<file path="config.mk">
export PLATFORM = sky130hd
export DESIGN_NAME = pulse_energy_meter
export DESIGN_NICKNAME = d
export VERILOG_FILES = /design/src/sv/pem_pkg.sv /design/src/sv/pulse_energy_meter.sv /design/src/sv/pem_div.sv /design/src/sv/pem_ctrl.sv /design/src/sv/pem_dp.sv
export SDC_FILE = /design/constraint.sdc
export NUM_CORES = 2
export LEC_CHECK = 0
export ABC_AREA = 1
export BUFFER_PORTS_ARGS = -buffer_cell sky130_fd_sc_hd__buf_2
export CAP_MARGIN = 20
export CORE_AREA = 2 2 346 348
export DETAILED_ROUTE_END_ITERATION = 10
export DIE_AREA = 0 0 348 350
export PLACE_DENSITY = 0.67
export SYNTH_ARGS = -nofsm -noshare
export SYNTH_HDL_FRONTEND = slang
export SYNTH_SLANG_ARGS = --single-unit
</file>
<file path="constraint.sdc">
create_clock -name i_clk -period 9.5 [get_ports i_clk]
set_clock_uncertainty 0.05 [all_clocks]
set_input_delay 0.475 -clock i_clk [delete_from_list [all_inputs] [get_ports i_clk]]
set_output_delay 0.475 -clock i_clk [all_outputs]
set_load 0.005 [all_outputs]
</file>
<file path="src/sv/pem_pkg.sv">
// Shared types, constants and handshake structs for the pulse energy meter.
package pem_pkg;

    // Field widths
    localparam int KIND_W    = 2;
    localparam int TS_W      = 32;
    localparam int CNT_W     = 32;
    localparam int SUB_W     = 16;
    localparam int PWR_W     = 32;
    localparam int CFG_W     = 16;
    localparam int ETOT_W    = 42;
    localparam int ESUB_W    = 26;
    localparam int SUM_W     = TS_W + 1;
    localparam int DEN_W     = SUM_W + CFG_W;
    localparam int PDIV_W    = DEN_W + 1;
    localparam int APB_DW    = 32;
    localparam int APB_AW    = 3;

    // Item kinds
    localparam logic [KIND_W-1:0] KIND_PULSE  = 2'd0;
    localparam logic [KIND_W-1:0] KIND_PRESET = 2'd1;
    localparam logic [KIND_W-1:0] KIND_CLEAR  = 2'd2;

    // Register indexes (paddr[2])
    localparam logic REG_PPK  = 1'b0;
    localparam logic REG_CORR = 1'b1;

    // Constants
    localparam logic [CFG_W-1:0]  PPK_RESET   = 16'd1000;
    localparam logic [CFG_W-1:0]  CORR_RESET  = 16'd0;
    localparam logic [PDIV_W-1:0] TWO_WS_KWH  = 50'd7200000000;
    localparam logic [9:0]        WH_PER_KWH  = 10'd1000;
    localparam logic [PWR_W-1:0]  PWR_MAX     = 32'd3600000000;

    typedef struct packed {
        logic [KIND_W-1:0] kind;
        logic [TS_W-1:0]   timestamp_us;
        logic [CNT_W-1:0]  preset_value;
    } t_in_item;

    typedef struct packed {
        logic [PWR_W-1:0]  power_w;
        logic [CNT_W-1:0]  total_pulses;
        logic [SUB_W-1:0]  subtotal_pulses;
        logic [ETOT_W-1:0] total_energy_wh;
        logic [ESUB_W-1:0] subtotal_energy_wh;
    } t_out_item;

    // Controller -> datapath commands
    typedef struct packed {
        logic accept;
        logic mul;
        logic start;
        logic finish;
    } t_ctl_cmd;

    // Datapath -> controller status
    typedef struct packed {
        logic div_busy;
        logic out_free;
    } t_dp_stat;

endpackage

</file>
<file path="src/sv/pulse_energy_meter.sv">
// Pulse energy meter top level: register port, controller and datapath.
// Each transaction runs through accept, multiply, divider load, the divide steps
//   set by the total-energy divider, and output load once the output register is free.
// One item in flight at a time; a new item is accepted only after the last result is loaded.
// Reset: synchronous active-low; counts, timestamp and power clear to zero,
//   pulses_per_kwh to 1000, correction to 0. No clearing pass.
module pulse_energy_meter (
    input  logic                        i_clk,
    input  logic                        i_rst_n,
    input  logic                        i_in_valid,
    output logic                        o_in_ready,
    input  pem_pkg::t_in_item           i_in_data,
    output logic                        o_out_valid,
    input  logic                        i_out_ready,
    output pem_pkg::t_out_item          o_out_data,
    input  logic                        psel,
    input  logic                        penable,
    input  logic                        pwrite,
    input  logic [pem_pkg::APB_AW-1:0]  paddr,
    input  logic [pem_pkg::APB_DW-1:0]  pwdata,
    output logic [pem_pkg::APB_DW-1:0]  prdata,
    output logic                        pready
);
    import pem_pkg::*;

    logic [CFG_W-1:0] r_ppk;
    logic [CFG_W-1:0] r_corr;
    logic             cfg_wr;
    t_ctl_cmd         cmd;
    t_dp_stat         stat;

    // Register writes
    assign cfg_wr = psel && penable && pwrite;

    always_ff @(posedge i_clk) begin
        if (!i_rst_n) begin
            r_ppk  <= PPK_RESET;
            r_corr <= CORR_RESET;
        end else if (cfg_wr) begin
            case (paddr[2])
                REG_PPK:  r_ppk  <= pwdata[CFG_W-1:0];
                REG_CORR: r_corr <= pwdata[CFG_W-1:0];
                default: begin
                end
            endcase
        end
    end

    // Register reads
    assign prdata = (paddr[2] == REG_CORR) ? APB_DW'(r_corr) : APB_DW'(r_ppk);
    assign pready = 1'b1;

    pem_ctrl u_ctrl (
        .i_clk      (i_clk),
        .i_rst_n    (i_rst_n),
        .i_in_valid (i_in_valid),
        .o_in_ready (o_in_ready),
        .o_cmd      (cmd),
        .i_stat     (stat)
    );

    pem_dp u_dp (
        .i_clk       (i_clk),
        .i_rst_n     (i_rst_n),
        .i_cmd       (cmd),
        .o_stat      (stat),
        .i_in_data   (i_in_data),
        .i_ppk       (r_ppk),
        .i_corr      (r_corr),
        .o_out_valid (o_out_valid),
        .i_out_ready (i_out_ready),
        .o_out_data  (o_out_data)
    );

`ifndef SYNTHESIS
    // One transaction at a time: no accept on back-to-back cycles
    a_single_item: assert property (@(posedge i_clk) disable iff (!i_rst_n)
        (i_in_valid && o_in_ready) |=> !o_in_ready)
        else $error("input accepted while a transaction is in progress");

    // A new result only appears while the block is busy with an item
    a_result_busy: assert property (@(posedge i_clk) disable iff (!i_rst_n)
        $rose(o_out_valid) |-> $past(!o_in_ready))
        else $error("result produced without a transaction in progress");

    // Power never exceeds the value for a one-microsecond interval
    a_power_range: assert property (@(posedge i_clk) disable iff (!i_rst_n)
        o_out_valid |-> (o_out_data.power_w <= PWR_MAX))
        else $error("power estimate out of range");

    // Subtotal energy bounded by subtotal count times 1000
    a_sub_energy: assert property (@(posedge i_clk) disable iff (!i_rst_n)
        o_out_valid |-> (o_out_data.subtotal_energy_wh <=
            ({10'd0, o_out_data.subtotal_pulses} * ESUB_W'(WH_PER_KWH))))
        else $error("subtotal energy exceeds count times 1000");
`endif

endmodule

</file>
<file path="src/sv/pem_div.sv">
// Radix-2 restoring divider, one quotient bit per cycle.
module pem_div #(
    parameter int DVD_W = 42,
    parameter int DVS_W = 16,
    parameter int QUO_W = 42
) (
    input  logic             i_clk,
    input  logic             i_rst_n,
    input  logic             i_start,
    input  logic [DVD_W-1:0] i_dividend,
    input  logic [DVS_W-1:0] i_divisor,
    output logic             o_busy,
    output logic [QUO_W-1:0] o_quotient
);
    localparam int ITER_W = $clog2(QUO_W + 1);

    logic              r_busy;
    logic [ITER_W-1:0] r_iter;
    logic [DVS_W-1:0]  r_rem;
    logic [QUO_W-1:0]  r_quo;
    logic [DVS_W-1:0]  r_dvs;

    logic [DVS_W:0]    trial;
    logic [DVS_W:0]    diff;
    logic              ge;

    // Shift in next dividend bit and try the subtract
    always_comb begin
        trial = {r_rem, r_quo[QUO_W-1]};
        diff  = trial - {1'b0, r_dvs};
        ge    = (trial >= {1'b0, r_dvs});
    end

    always_ff @(posedge i_clk) begin
        if (!i_rst_n) begin
            r_busy <= 1'b0;
            r_iter <= '0;
        end else if (i_start) begin
            r_busy <= 1'b1;
            r_iter <= ITER_W'(QUO_W);
        end else if (r_busy) begin
            r_iter <= r_iter - 1'b1;
            if (r_iter == ITER_W'(1)) begin
                r_busy <= 1'b0;
            end
        end
    end

    // Caller guarantees the high part of the dividend is below the divisor
    always_ff @(posedge i_clk) begin
        if (i_start) begin
            r_rem <= DVS_W'(i_dividend >> QUO_W);
            r_quo <= QUO_W'(i_dividend);
            r_dvs <= i_divisor;
        end else if (r_busy) begin
            r_rem <= ge ? diff[DVS_W-1:0] : trial[DVS_W-1:0];
            r_quo <= {r_quo[QUO_W-2:0], ge};
        end
    end

    assign o_busy     = r_busy;
    assign o_quotient = r_quo;

endmodule

</file>
<file path="src/sv/pem_ctrl.sv">
// Sequencing state machine for one transaction at a time.
module pem_ctrl (
    input  logic              i_clk,
    input  logic              i_rst_n,
    input  logic              i_in_valid,
    output logic              o_in_ready,
    output pem_pkg::t_ctl_cmd o_cmd,
    input  pem_pkg::t_dp_stat i_stat
);
    import pem_pkg::*;

    localparam logic [2:0] S_IDLE  = 3'd0;
    localparam logic [2:0] S_MUL   = 3'd1;
    localparam logic [2:0] S_START = 3'd2;
    localparam logic [2:0] S_WAIT  = 3'd3;
    localparam logic [2:0] S_DONE  = 3'd4;

    logic [2:0] r_state;
    logic [2:0] n_state;

    // Next state and commands
    always_comb begin
        n_state = r_state;
        o_cmd   = '0;
        case (r_state)
            S_IDLE: begin
                if (i_in_valid) begin
                    o_cmd.accept = 1'b1;
                    n_state      = S_MUL;
                end
            end
            S_MUL: begin
                o_cmd.mul = 1'b1;
                n_state   = S_START;
            end
            S_START: begin
                o_cmd.start = 1'b1;
                n_state     = S_WAIT;
            end
            S_WAIT: begin
                if (!i_stat.div_busy) begin
                    n_state = S_DONE;
                end
            end
            S_DONE: begin
                if (i_stat.out_free) begin
                    o_cmd.finish = 1'b1;
                    n_state      = S_IDLE;
                end
            end
            default: begin
                n_state = S_IDLE;
            end
        endcase
    end

    always_ff @(posedge i_clk) begin
        if (!i_rst_n) begin
            r_state <= S_IDLE;
        end else begin
            r_state <= n_state;
        end
    end

    assign o_in_ready = (r_state == S_IDLE);

endmodule

</file>
<file path="src/sv/pem_dp.sv">
// Counters, power and energy arithmetic, and the output register.
module pem_dp (
    input  logic                       i_clk,
    input  logic                       i_rst_n,
    input  pem_pkg::t_ctl_cmd          i_cmd,
    output pem_pkg::t_dp_stat          o_stat,
    input  pem_pkg::t_in_item          i_in_data,
    input  logic [pem_pkg::CFG_W-1:0]  i_ppk,
    input  logic [pem_pkg::CFG_W-1:0]  i_corr,
    output logic                       o_out_valid,
    input  logic                       i_out_ready,
    output pem_pkg::t_out_item         o_out_data
);
    import pem_pkg::*;

    logic [CNT_W-1:0] r_total;
    logic [SUB_W-1:0] r_sub;
    logic [TS_W-1:0]  r_prev_ts;
    logic [PWR_W-1:0] r_last_pwr;
    logic             r_pwr_go;
    logic [SUM_W-1:0] r_sum;
    logic [DEN_W-1:0] r_den;
    logic             r_out_valid;
    t_out_item        r_out;

    logic [TS_W-1:0]   interval;
    logic [CFG_W-1:0]  mc;
    logic              busy_pwr;
    logic              busy_tot;
    logic              busy_sub;
    logic [PWR_W-1:0]  q_pwr;
    logic [ETOT_W-1:0] q_tot;
    logic [ESUB_W-1:0] q_sub;
    logic [PWR_W-1:0]  pwr_now;

    // Meter constant of zero acts as one
    assign mc       = (i_ppk == '0) ? CFG_W'(1) : i_ppk;
    assign interval = i_in_data.timestamp_us - r_prev_ts;

    // Count update at transaction accept
    always_ff @(posedge i_clk) begin
        if (!i_rst_n) begin
            r_total   <= '0;
            r_sub     <= '0;
            r_prev_ts <= '0;
            r_pwr_go  <= 1'b0;
        end else if (i_cmd.accept) begin
            r_pwr_go <= 1'b0;
            case (i_in_data.kind)
                KIND_PULSE: begin
                    r_total   <= r_total + 1'b1;
                    r_sub     <= r_sub + 1'b1;
                    r_prev_ts <= i_in_data.timestamp_us;
                    r_pwr_go  <= (r_prev_ts != '0) && (interval != '0);
                end
                KIND_PRESET: begin
                    r_total <= i_in_data.preset_value;
                end
                KIND_CLEAR: begin
                    r_sub <= '0;
                end
                default: begin
                end
            endcase
        end
    end

    // Corrected interval, then denominator
    always_ff @(posedge i_clk) begin
        if (i_cmd.accept) begin
            r_sum <= {1'b0, interval} + SUM_W'(i_corr);
        end
        if (i_cmd.mul) begin
            r_den <= r_sum * mc;
        end
    end

    // Power: (2*3.6e9 + den) / (2*den), rounds half up
    pem_div #(
        .DVD_W(PDIV_W),
        .DVS_W(PDIV_W),
        .QUO_W(PWR_W)
    ) u_div_pwr (
        .i_clk      (i_clk),
        .i_rst_n    (i_rst_n),
        .i_start    (i_cmd.start),
        .i_dividend (TWO_WS_KWH + {1'b0, r_den}),
        .i_divisor  ({r_den, 1'b0}),
        .o_busy     (busy_pwr),
        .o_quotient (q_pwr)
    );

    // Total energy in Wh
    pem_div #(
        .DVD_W(ETOT_W),
        .DVS_W(CFG_W),
        .QUO_W(ETOT_W)
    ) u_div_tot (
        .i_clk      (i_clk),
        .i_rst_n    (i_rst_n),
        .i_start    (i_cmd.start),
        .i_dividend ({10'd0, r_total} * ETOT_W'(WH_PER_KWH)),
        .i_divisor  (mc),
        .o_busy     (busy_tot),
        .o_quotient (q_tot)
    );

    // Subtotal energy in Wh
    pem_div #(
        .DVD_W(ESUB_W),
        .DVS_W(CFG_W),
        .QUO_W(ESUB_W)
    ) u_div_sub (
        .i_clk      (i_clk),
        .i_rst_n    (i_rst_n),
        .i_start    (i_cmd.start),
        .i_dividend ({10'd0, r_sub} * ESUB_W'(WH_PER_KWH)),
        .i_divisor  (mc),
        .o_busy     (busy_sub),
        .o_quotient (q_sub)
    );

    assign pwr_now = r_pwr_go ? q_pwr : r_last_pwr;

    // Power kept across transactions
    always_ff @(posedge i_clk) begin
        if (!i_rst_n) begin
            r_last_pwr <= '0;
        end else if (i_cmd.finish) begin
            r_last_pwr <= pwr_now;
        end
    end

    // Output register
    always_ff @(posedge i_clk) begin
        if (!i_rst_n) begin
            r_out_valid <= 1'b0;
        end else if (i_cmd.finish) begin
            r_out_valid <= 1'b1;
        end else if (i_out_ready) begin
            r_out_valid <= 1'b0;
        end
    end

    always_ff @(posedge i_clk) begin
        if (i_cmd.finish) begin
            r_out.power_w            <= pwr_now;
            r_out.total_pulses       <= r_total;
            r_out.subtotal_pulses    <= r_sub;
            r_out.total_energy_wh    <= q_tot;
            r_out.subtotal_energy_wh <= q_sub;
        end
    end

    assign o_stat.div_busy = busy_pwr | busy_tot | busy_sub;
    assign o_stat.out_free = !r_out_valid || i_out_ready;
    assign o_out_valid     = r_out_valid;
    assign o_out_data      = r_out;

endmodule
</file>
==> impl_metrics.py <==
metrics = {
    "status": {
        "outcome": "finished, final reports clean",
    },
    "route": {
        "drtAntennaViolNets": 0,
        "drt_iter0_drc": 3268,
        "firstDrtPassIters": 6,
        "via_per_inst": 5.32,
        "drt-met1-wl_mm": 68.4,
        "drc": 0,
        "drt-wirelength-per-cell_um": 17.7,
        "top_layer": "met4",
        "wl_met3_mm": 10.8,
        "vias": 47300,
        "wirelength_mm": 157,
        "met2_length_mm": 73.5,
    },
    "yosys": {
        "synth_commonest_cells": "nand2_1, inv_1, fa_1",
        "synthTopCellsByArea": "edfxtp_1, fa_1, nand2_1",
        "syn_area_um2": 58700,
        "synthArstFlopShare_pct": 0,
        "netlist_instances": 7164,
        "ys_dominant_reg_cell": "edfxtp_1",
        "ys_ff_latch": 646,
        "syn_avg_cell_area_um2": 8.20,
        "synth_warnings": 0,
        "synth-edff-count": 407,
        "yosysSeqAreaShare_pct": 29.0,
        "synth.most_common_cell": "nand2_1",
        "synth_top_cell_area_share_pct": 20.8,
        "ys_types": 67,
        "synth_largest_area_cell": "edfxtp_1",
    },
    "sta": {
        "hold_viol": 0,
        "relSlewSlack_pct": 34.4,
        "worst_slack_ns": 2.50,
        "max_freq_mhz": 143,
        "period_share_pct": 73.7,
        "maxSlewViolCount": 0,
        "worst_slew_pin_slew_ns": 0.984,
        "rsz0062_at_grt": "false",
        "setup_tns_ns": 0,
        "setup_viol_count_final": 0,
        "min_period_ns": 7.00,
    },
    "placement": {
        "gp_congestion": 0.965,
        "place_ws_ns": 2.56,
        "dpl.hpwl_mm": 123,
        "place_inst": 8743,
        "io_buffers": 255,
    },
    "cells_and_area": {
        "stdcell_count": 8896,
        "area_growth_syn_to_layout_pct": 8.81,
        "fin_util_pct": 54.3,
        "fillers": 10900,
        "finalNetCount": 8407,
        "drive_gt1_share_pct": 6.63,
        "seqCellArea_um2": 17000,
        "multi_input_area_um2": 35600,
    },
    "pwr": {
        "p_total_w": 0.0238,
        "p_sw_share_pct": 52.7,
        "p_int_w": 0.0113,
        "pwr-share-comb_pct": 68.8,
        "p_seq_share_pct": 18.9,
        "p_switching_w": 0.0125,
        "cellPowerDensity_nw_per_um2": 373,
        "leakage_nw": 31.7,
        "vdd_ir_drop_max_mv": 0.686,
        "clkPwrFrac_pct": 12.3,
    },
    "clock_network": {
        "cts_buffer_depth": 3,
        "cts_num_sinks": 646,
        "cts_tree": "yes",
        "post-cts-setup-buffers": 0,
        "insertion_delay_ns": 0.67,
        "cts-buffers-inserted": 74,
        "clk_pin_slew_ns": 0.06,
        "cts-htree-levels": 3,
        "cts_root_buffer": "clkbuf_16",
    },
    "grt": {
        "globalRouteOverflowTotal": 0,
        "antenna_found_initial": 4,
        "grt_max_degree": 100,
        "grt_pass1_vias": 47500,
        "grt_pass1_wl_mm": 255,
        "grt_usage_pct": 26.2,
    },
    "floorplanning": {
        "num_rows": 126,
        "die_h_um": 350,
        "die_width_um": 348,
        "io_pins": 291,
        "initial_core_util_pct": 49.9,
        "die-area_um2": 122000,
        "core_um2": 118000,
    },
    "worst_setup_path": {
        "cp.required_ns": 9.81,
        "reg2reg_depth": 22,
        "cp_max_fo": 22,
        "arrival_ns": 7.31,
        "start_kind": "flip-flop",
        "cp-end-kind": "flip-flop",
        "timing_worst_setup_path_type": "reg2reg",
    },
    "min_path": {
        "holdPathStages": 3,
        "holdCritPathClass": "in2reg",
    },
    "flow_run": {
        "maxCapViolCount": 0,
    },
}
## worst max-delay path, stage by stage (launching register included)
cell     delay (ns)
dfxtp_1        0.83
buf_4          0.43
nand2_1        0.13
fa_1           0.56
inv_1          0.05
fa_1           0.47
inv_1          0.05
fa_1           0.49
inv_1          0.05
fa_1           0.42
fa_1           0.55
inv_1          0.06
fa_1           0.53
inv_1          0.05
ha_1           0.41
nand2_1        0.10
nor2_1         0.30
inv_1          0.11
nor4_1         0.41
o21ai_0        0.16
nand3_1        0.20
a21oi_1        0.12
xnor2_1        0.14
## power by group through the flow
stage | clock [W] | combinational (W) | sequential, W
5_1_grt | 0.00310 | 0.0184 | 0.00453
2_1_floorplan | 0 | 0.0114 | 0.00423
3_5_place_dp | 0 | 0.0162 | 0.00454
3_3_place_gp | 0 | 0.0160 | 0.00453
6_report | 0.00293 | 0.0164 | 0.00450
4_1_cts | 0.00298 | 0.0163 | 0.00448
## timing repair
action,CTS,global route
gates resized for setup,0,0
hold endpoints to repair,16,0
hold buffers,10,0
## cell usage in the layout (no fill, tap or decap), drive strengths merged, types with 12 or more instances in the layout
cell,netlist,layout
a22o,37,37
ha,394,394
or2,20,20
nor4,28,28
fa,609,609
clkinv,4,31
a31oi,43,43
xnor2,87,87
a21oi,419,419
xor2,118,118
nor2,517,517
o211ai,35,35
o221ai,12,12
nand4,47,47
buf,52,298
dfxtp,239,239
a21o,22,22
nand2,1728,1728
nand3,191,191
edfxtp,407,407
a21boi,12,12
o21a,17,17
o21bai,17,17
o21ai,408,408
inv,1368,1374
conb,2,17
clkbuf,215,91
nor3,54,54
## flip-flops by register name (all words and copies together) (netlist names), 3 cells and up
signal and count:
u_dp.u_div_pwr.r_iter 6, u_dp.u_div_pwr.r_rem 50, r_corr 16, u_dp.o_out_data 148
u_dp.u_div_pwr.r_dvs 49, r_ppk 16, u_ctrl.r_state 3, u_dp.u_div_tot.r_dvs 16
u_dp.u_div_sub.r_rem 16, u_dp.u_div_sub.r_iter 5, u_dp.r_total 32, u_dp.r_den 49
u_dp.u_div_tot.r_iter 6, u_dp.u_div_tot.o_quotient 42, u_dp.r_sub 16, u_dp.u_div_tot.r_rem 16
u_dp.r_sum 33, u_dp.r_last_pwr 32, u_dp.r_prev_ts 32, u_dp.u_div_pwr.o_quotient 32
u_dp.u_div_sub.o_quotient 26
## kinds of logic (layout without fill, tap and decap cells)
| family | Yosys count | count (layout) | share of synthesized area, % |
|---|---|---|---|
| and+or+nand+nor | 2608 | 2608 | 17.9 |
| buffers and inverters | 1639 | 1818 | 10.7 |
| AOI/OAI and AO/OA | 1061 | 1061 | 10.2 |
| adders and majority gates | 1003 | 1003 | 29.2 |
| DFF | 646 | 646 | 29.0 |
| xor gates and xnor gates | 205 | 205 | 3.06 |
| other | 2 | 19 | 0.0128 |
## final timing paths
check                   from                        to  slack (ns)
hold / removal    pwdata[13]                r_corr[13]        0.03
setup / recovery    r_ppk[4]            u_dp.r_den[44]        2.50
setup reg to reg    r_ppk[4]            u_dp.r_den[44]        2.50
hold reg to reg    r_ppk[13]  u_dp.u_div_tot.r_dvs[13]        0.39
## layer usage
metal | up-vias | global-route usage, %
met4 | 0 | 8.08
met1 | 22700 | 35.4
li1 | 22800 | -
met2 | 1547 | 43.6
met5 | - | 0
met3 | 285 | 3.87
## layout make-up
cell class,instances,share of cell area (%)
diodes,2,0.00783
clock buffers,91,3.09
clock inverters,47,0.838
inverters,1372,8.07
multi-input cells,4894,55.6
flip-flops and latches,646,26.6
well taps,1536,3.01
repair buffers,308,2.73
## per-stage QoR
step | area (um^2) | hold WS, ns
CTS | 63800 | 0.00175
floorplan | 58800 | 0.374
global placement | 61200 | 0.362
global route | 63900 | 0.0174
finish | 63900 | 0.0296
detailed placement | 61200 | 0.368
(Power assumes the default switching activity.)
